==> config.mk <==
export PLATFORM = sky130hd
export DESIGN_NAME = pscd_div
export DESIGN_NICKNAME = d
export VERILOG_FILES = /design/src/pscd_pkg.sv /design/src/pscd_div.sv
export SDC_FILE = /design/constraint.sdc
export NUM_CORES = 1
export LEC_CHECK = 0
export BUFFER_PORTS_ARGS = -buffer_cell sky130_fd_sc_hd__buf_2
export CORE_MARGIN = 5
export CORE_UTILIZATION = 40
export CTS_CLUSTER_DIAMETER = 120
export DETAILED_ROUTE_END_ITERATION = 7
export GPL_ROUTABILITY_DRIVEN = 0
export HOLD_SLACK_MARGIN = 0.05
export MAX_ROUTING_LAYER = met4
export PLACE_DENSITY = 0.69
export SLEW_MARGIN = 20
export SYNTH_ARGS = -nofsm -noshare
export SYNTH_HDL_FRONTEND = slang
export SYNTH_SLANG_ARGS = --single-unit
==> constraint.sdc <==
create_clock -name clk_i -period 3.3 [get_ports clk_i]
set_input_delay 0.66 -clock clk_i [delete_from_list [all_inputs] [get_ports clk_i]]
set_output_delay 0.66 -clock clk_i [all_outputs]
set_load 0.02 [all_outputs]
==> src/pscd_pkg.sv <==
// ----------------------------------------------------------------------------
// pscd_pkg
// Shared types and constants of the provisioning cost datapath.
// ----------------------------------------------------------------------------
package pscd_pkg;

  localparam int unsigned CostW = 32;
  localparam int unsigned NeedW = 8;
  localparam int unsigned CfgW  = 40;
  localparam int unsigned CfgIdxW = 3;

  typedef logic [CostW-1:0] cost_t;
  typedef logic [NeedW-1:0] need_t;

  localparam cost_t CostSat = '1;
  localparam need_t NeedSat = '1;

  localparam logic [CfgIdxW-1:0] CfgCpuStep  = 3'd0;
  localparam logic [CfgIdxW-1:0] CfgMemStep  = 3'd1;
  localparam logic [CfgIdxW-1:0] CfgCpuFloor = 3'd2;
  localparam logic [CfgIdxW-1:0] CfgMemFloor = 3'd3;
  localparam logic [CfgIdxW-1:0] CfgMaxCount = 3'd4;

  typedef enum logic [2:0] {
    CELL_HOLD,
    CELL_LOAD,
    CELL_RELAX,
    CELL_COMMIT,
    CELL_FIRST,
    CELL_MLOAD,
    CELL_MIN
  } cell_mode_e;

  typedef struct packed {
    cell_mode_e mode;
    need_t      lo;
    need_t      limit;
  } cell_ctrl_t;

  function automatic cost_t sat_inc(cost_t x);
    return (x == CostSat) ? CostSat : x + cost_t'(1);
  endfunction

  function automatic cost_t cost_min(cost_t a, cost_t b);
    return (a < b) ? a : b;
  endfunction

endpackage

==> src/pscd_div.sv <==
// ----------------------------------------------------------------------------
// pscd_div
// Bit-serial restoring divider giving one container need, clamped to 255.
// ----------------------------------------------------------------------------
module pscd_div #(
  parameter int unsigned W = 40
) (
  input  logic              clk_i,
  input  logic              rst_ni,
  input  logic              start_i,
  input  logic [W-1:0]      dividend_i,
  input  logic [W-1:0]      divisor_i,
  output logic              busy_o,
  output pscd_pkg::need_t   need_o
);
  import pscd_pkg::*;

  localparam int unsigned CntW = $clog2(W + 1);

  logic            busy_q, busy_d;
  logic [CntW-1:0] cnt_q, cnt_d;
  logic [W:0]      rem_q, rem_d;
  logic [W-1:0]    quo_q, quo_d;
  logic [W-1:0]    div_q, div_d;
  logic [W:0]      trial;

  always_comb begin
    busy_d = busy_q;
    cnt_d  = cnt_q;
    rem_d  = rem_q;
    quo_d  = quo_q;
    div_d  = div_q;
    trial  = {rem_q[W-1:0], quo_q[W-1]};
    if (start_i) begin
      busy_d = 1'b1;
      cnt_d  = CntW'(W);
      rem_d  = '0;
      quo_d  = dividend_i;
      div_d  = divisor_i;
    end else if (busy_q) begin
      if (trial >= {1'b0, div_q}) begin
        rem_d = trial - {1'b0, div_q};
        quo_d = {quo_q[W-2:0], 1'b1};
      end else begin
        rem_d = trial;
        quo_d = {quo_q[W-2:0], 1'b0};
      end
      cnt_d = cnt_q - CntW'(1);
      if (cnt_q == CntW'(1)) begin
        busy_d = 1'b0;
      end
    end
  end

  always_ff @(posedge clk_i or negedge rst_ni) begin
    if (!rst_ni) begin
      busy_q <= 1'b0;
      cnt_q  <= '0;
    end else begin
      busy_q <= busy_d;
      cnt_q  <= cnt_d;
    end
  end

  always_ff @(posedge clk_i) begin
    rem_q <= rem_d;
    quo_q <= quo_d;
    div_q <= div_d;
  end

  always_comb begin
    if (div_q == '0) begin
      need_o = NeedSat;
    end else if (quo_q >= W'(NeedSat)) begin
      need_o = NeedSat;
    end else begin
      need_o = need_t'(quo_q) + need_t'(1);
    end
  end

  assign busy_o = busy_q;

endmodule

==> impl_summary.log <==
INFO  metric finalHoldViolCount = 0
INFO  metric setup_total_negative_slack = 0 ps
INFO  metric post-cts-setup-buffers = 0
INFO  metric cp.buffers_inverters = 2
INFO  metric core_area = about 20000 um2
INFO  metric cell_area_synth = 7960 um2
INFO  metric path_max_fanout = 6
INFO  metric worst_r2r_path_depth = 12
INFO  metric synth_seq_cells = approximately 130
INFO  metric synth_seq_area_share = 0.4244
INFO  metric final_period_util = 0.9570
INFO  metric ys_async_sr_fraction = 0.05512
INFO  metric cp-endpoint = rem_q[26]
INFO  metric ports = 92
INFO  metric clock_tree_from_tritoncts = done
INFO  metric clk_latency = 430 ps
INFO  metric r2r-start = div_q[11]
INFO  metric cts_buffers = 17
INFO  metric setup-violations-final = 0
INFO  metric yosys.area_share.simple = 0.1712
INFO  metric total_routing_usage_reported_by_global_routing = 0.1834
INFO  metric timing.reg2reg.setup_slack = 140 ps
INFO  metric power.sequential.fraction = 0.298
INFO  metric ctsLongestPathBuffers = 2
INFO  metric io_buffer_count = just over 90
INFO  metric layout_common_cells = sky130_fd_sc_hd__buf_2, sky130_fd_sc_hd__edfxtp_1, sky130_fd_sc_hd__nor2_1
INFO  metric critical_path_s_most_frequent_cell = sky130_fd_sc_hd__o31a_1
INFO  metric final_net_count = 1047
INFO  metric ir_worst_vdd = around 0.00042 V
INFO  metric grt_pass1_wl = between 30 and 40 mm
INFO  metric combPwrFrac = 0.459
INFO  metric fill_cells = approximately 1900
INFO  metric cp_num_cells = 12
INFO  metric area_growth_from_synthesis_to_layout = 17.53%
INFO  metric layout-drive-gt1-share = 0.2253
INFO  metric post-place-cells = about 1200
INFO  metric synth_area_per_cell = roughly 9.6 um2
INFO  metric via_per_inst = roughly 5.5
INFO  metric synthesis.yosys.warnings = 0
INFO  metric end_kind = flop
INFO  metric critical_path_cell_sequence = inv_1, ha_1, a21oi_1, o21ai_1, a221oi_1, buf_4, a31oi_1, o31a_1, o31a_1, or3_1, a311oi_1, nor3_1
INFO  metric syn_inst = 825
INFO  metric grt.overflow.total = 0
INFO  metric cp_top_family = compound AO/OA/AOI/OAI gates
INFO  metric synth_top_family_by_area = simple AND/OR/NAND/NOR gates
INFO  metric synthMuxAreaShare = 0.06633
INFO  metric hold_class = in -> async
INFO  metric synth_compound_gate_area_share = 0.1699
INFO  metric fraction_of_power_consumed_by_the_clock_network = 0.243
INFO  metric arrival_time_of_data_at_the_critical_path_endpoint = approximately 3500 ps
INFO  metric post_synthesis_xor_xnor_area_fraction = 0.04181
INFO  metric most_frequent_standard_cell_in_the_layout_excluding_fill_and_tap_cells = sky130_fd_sc_hd__buf_2
INFO  metric wire_per_inst = about 17 um
INFO  metric setup.worst_path.class = reg -> reg
INFO  metric cts_root_buf = sky130_fd_sc_hd__clkbuf_16
INFO  metric clock_sinks = 127
INFO  metric cell_internal_pwr = roughly 4.8 mW
INFO  metric synth_cell_types = a little under 80
INFO  metric final_cell_count_no_fill = 1197
INFO  metric die_w = around 150 um
INFO  metric synth_top_flop_cell = sky130_fd_sc_hd__edfxtp_1
INFO  metric max_slew_margin = 0.5070
INFO  metric dp_hpwl = around 14 mm
INFO  metric critical_path.startpoint = div_q[11]
INFO  metric status = finished, final reports clean
INFO  metric setup.worst_path.start_class = flop
INFO  metric post_synthesis_net_count = roughly 950
INFO  metric net-switching-power = ~3.1 mW
INFO  metric critical_path.max_stage_delay = 420 ps
INFO  metric synth-edff-count = 80
INFO  metric timing.critical_path.required = about 3600 ps
INFO  metric core.rowCount = between 50 and 60
INFO  metric cts.reportedPaths.clkPinSlew = ~60 ps
INFO  metric route.antenna.remaining_nets = 0
INFO  metric first_global_vias = between 6000 and 7000
INFO  metric antennaDiodeCount = 0
INFO  metric rr_endpoint = rem_q[26]
INFO  metric final_worst_clock_skew = between 10 and 15 ps
INFO  metric detail_route.iter0.violations = a little under 400
INFO  metric worstMarginPinSlew = ~730 ps
INFO  metric routed-via-count = about 6600
INFO  metric fp.dieH = roughly 150 um
INFO  metric floorplan.die_area = roughly 23000 um2
INFO  metric final-seq-area = about 3400 um2
INFO  metric htree_num_levels = 4
INFO  metric dr.pass1.iters = 5
INFO  metric grt_start_max_net_pins = 123
INFO  metric power.share.switching = 0.3877
INFO  metric timing.final.max_slew_violations = 0
INFO  metric power = 7.869 mW
INFO  metric max_freq = ~320 MHz
INFO  metric power_density = 841.1 nW/um2
INFO  metric final_period_minus_worst_setup_slack = 3158 ps
INFO  metric antenna_found_initial = 0
INFO  metric fin_hold_ws = between 60 and 70 ps
INFO  metric number_of_maximum_capacitance_constraint_violations = 0
INFO  metric multi_input_logic_area = 4170 um2
INFO  metric routed_wirelength = 19.79 mm
INFO  metric p_leak = slightly below 4 nW
INFO  metric synthAdderAreaFrac = 0.07010
INFO  metric highest_delay_cell_along_the_critical_path = sky130_fd_sc_hd__edfxtp_1
INFO  metric starting_utilization_of_the_core_area = 0.4077
INFO  metric setup_repair_after_global_routing_missed_its_margin = false
INFO  metric drt_drc_violations_left = 0
[through the flow]
| stage | cell area, um2 | worst slack (ps) | utilization |
|---|---|---|---|
| global route | 9355 | 3.295 | 0.4791 |
| detailed placement | 8725 | 153.0 | 0.4468 |
| floorplan | 7960 | 422.4 | - |
| global placement | 8725 | 176.1 | 0.4468 |
| CTS | 9324 | 137.1 | 0.4775 |
| finish | 9355 | 141.8 | 0.4791 |
[area by class of cell]
class                      instances  area share
sequential                       127      0.3612
multi-input combinational        603      0.4458
tap                              265     0.03544
timing repair buffer             116     0.07209
inverter                          55     0.02207
clock buffer                      19     0.04628
clock inverter                    12     0.01712
[synthesized netlist by cell type (all sizes together), types with 12 or more instances]
cell type  instances  area (um2)
edfxtp            80        2402
nor2              75       281.5
a21oi             67       346.6
nand2             65       251.5
inv               53       198.9
ha                43       538.0
mux2              43       488.0
dfxtp             40       800.8
a211oi            32       245.2
o21ai             30       150.1
clkbuf            27       141.4
nor4              25       162.6
xnor2             21       183.9
nor3              19       100.1
nand3             18       90.09
xor2              17       148.9
nand4             14       87.58
a21o              13       97.59
buf               13       100.1
nand2b            12       75.07
[worst min-delay path by stage]
| stage | to | slack, ps | cells past startpoint |
|---|---|---|---|
| CTS | cnt_q[5] | 50 | 1 |
| global route | busy_o | 50 | 1 |
| global placement | rem_q[39] | 490 | 2 |
| floorplan | busy_o | 360 | 0 |
| detailed placement | rem_q[26] | 490 | 2 |
| finish | busy_o | 60 | 1 |
[worst register-to-register path, delay by kind of cell, from the launching register on]
family	cells	cell delay, ps
adders and majority gates	1	360
and+or+nand+nor	2	360
buffers and inverters	2	270
DFF	1	420
AOI/OAI and AO/OA	7	1630
[power groups by stage]
| stage | Combinational [mW] | Sequential [mW] | Clock, mW |
|---|---|---|---|
| after global placement | 3.48 | 2.36 | 0 |
| final | 3.61 | 2.34 | 1.91 |
| after CTS | 3.54 | 2.34 | 1.94 |
| after detailed placement | 3.49 | 2.36 | 0 |
| after global routing | 4.00 | 2.39 | 2.02 |
| after floorplan | 2.72 | 2.27 | 0 |
[timing repair]
action                     4_1_cts  5_1_grt
resized for setup                1        6
setup endpoints to repair        8        5
hold buffers                     0        0
[kinds of logic after synthesis]
| logic type | Yosys count |
|---|---|
| flip-flops | 127 |
| multiplexers | 47 |
| AND/OR/NAND/NOR | 271 |
| XOR/XNOR | 38 |
| adder cells (fa/ha/maj) | 44 |
| buffers and inverters | 95 |
| AO/OA/AOI/OAI | 203 |
[metal layers]
metal  vias to the layer above  GRT usage  wire [um]
met2                       166     0.2851       9233
li1                       3251          -          -
met4                         0    0.05848        490
met3                        32    0.04039        901
met5                         -          -          0
met1                      3139     0.2399       9162
[sequential cells by signal (all words and copies together), names as in the netlist]
register  count
quo_q        40
busy_o        1
rem_q        40
cnt_q         6
div_q        40
Note: power is estimated with default switching activity, not from simulation.
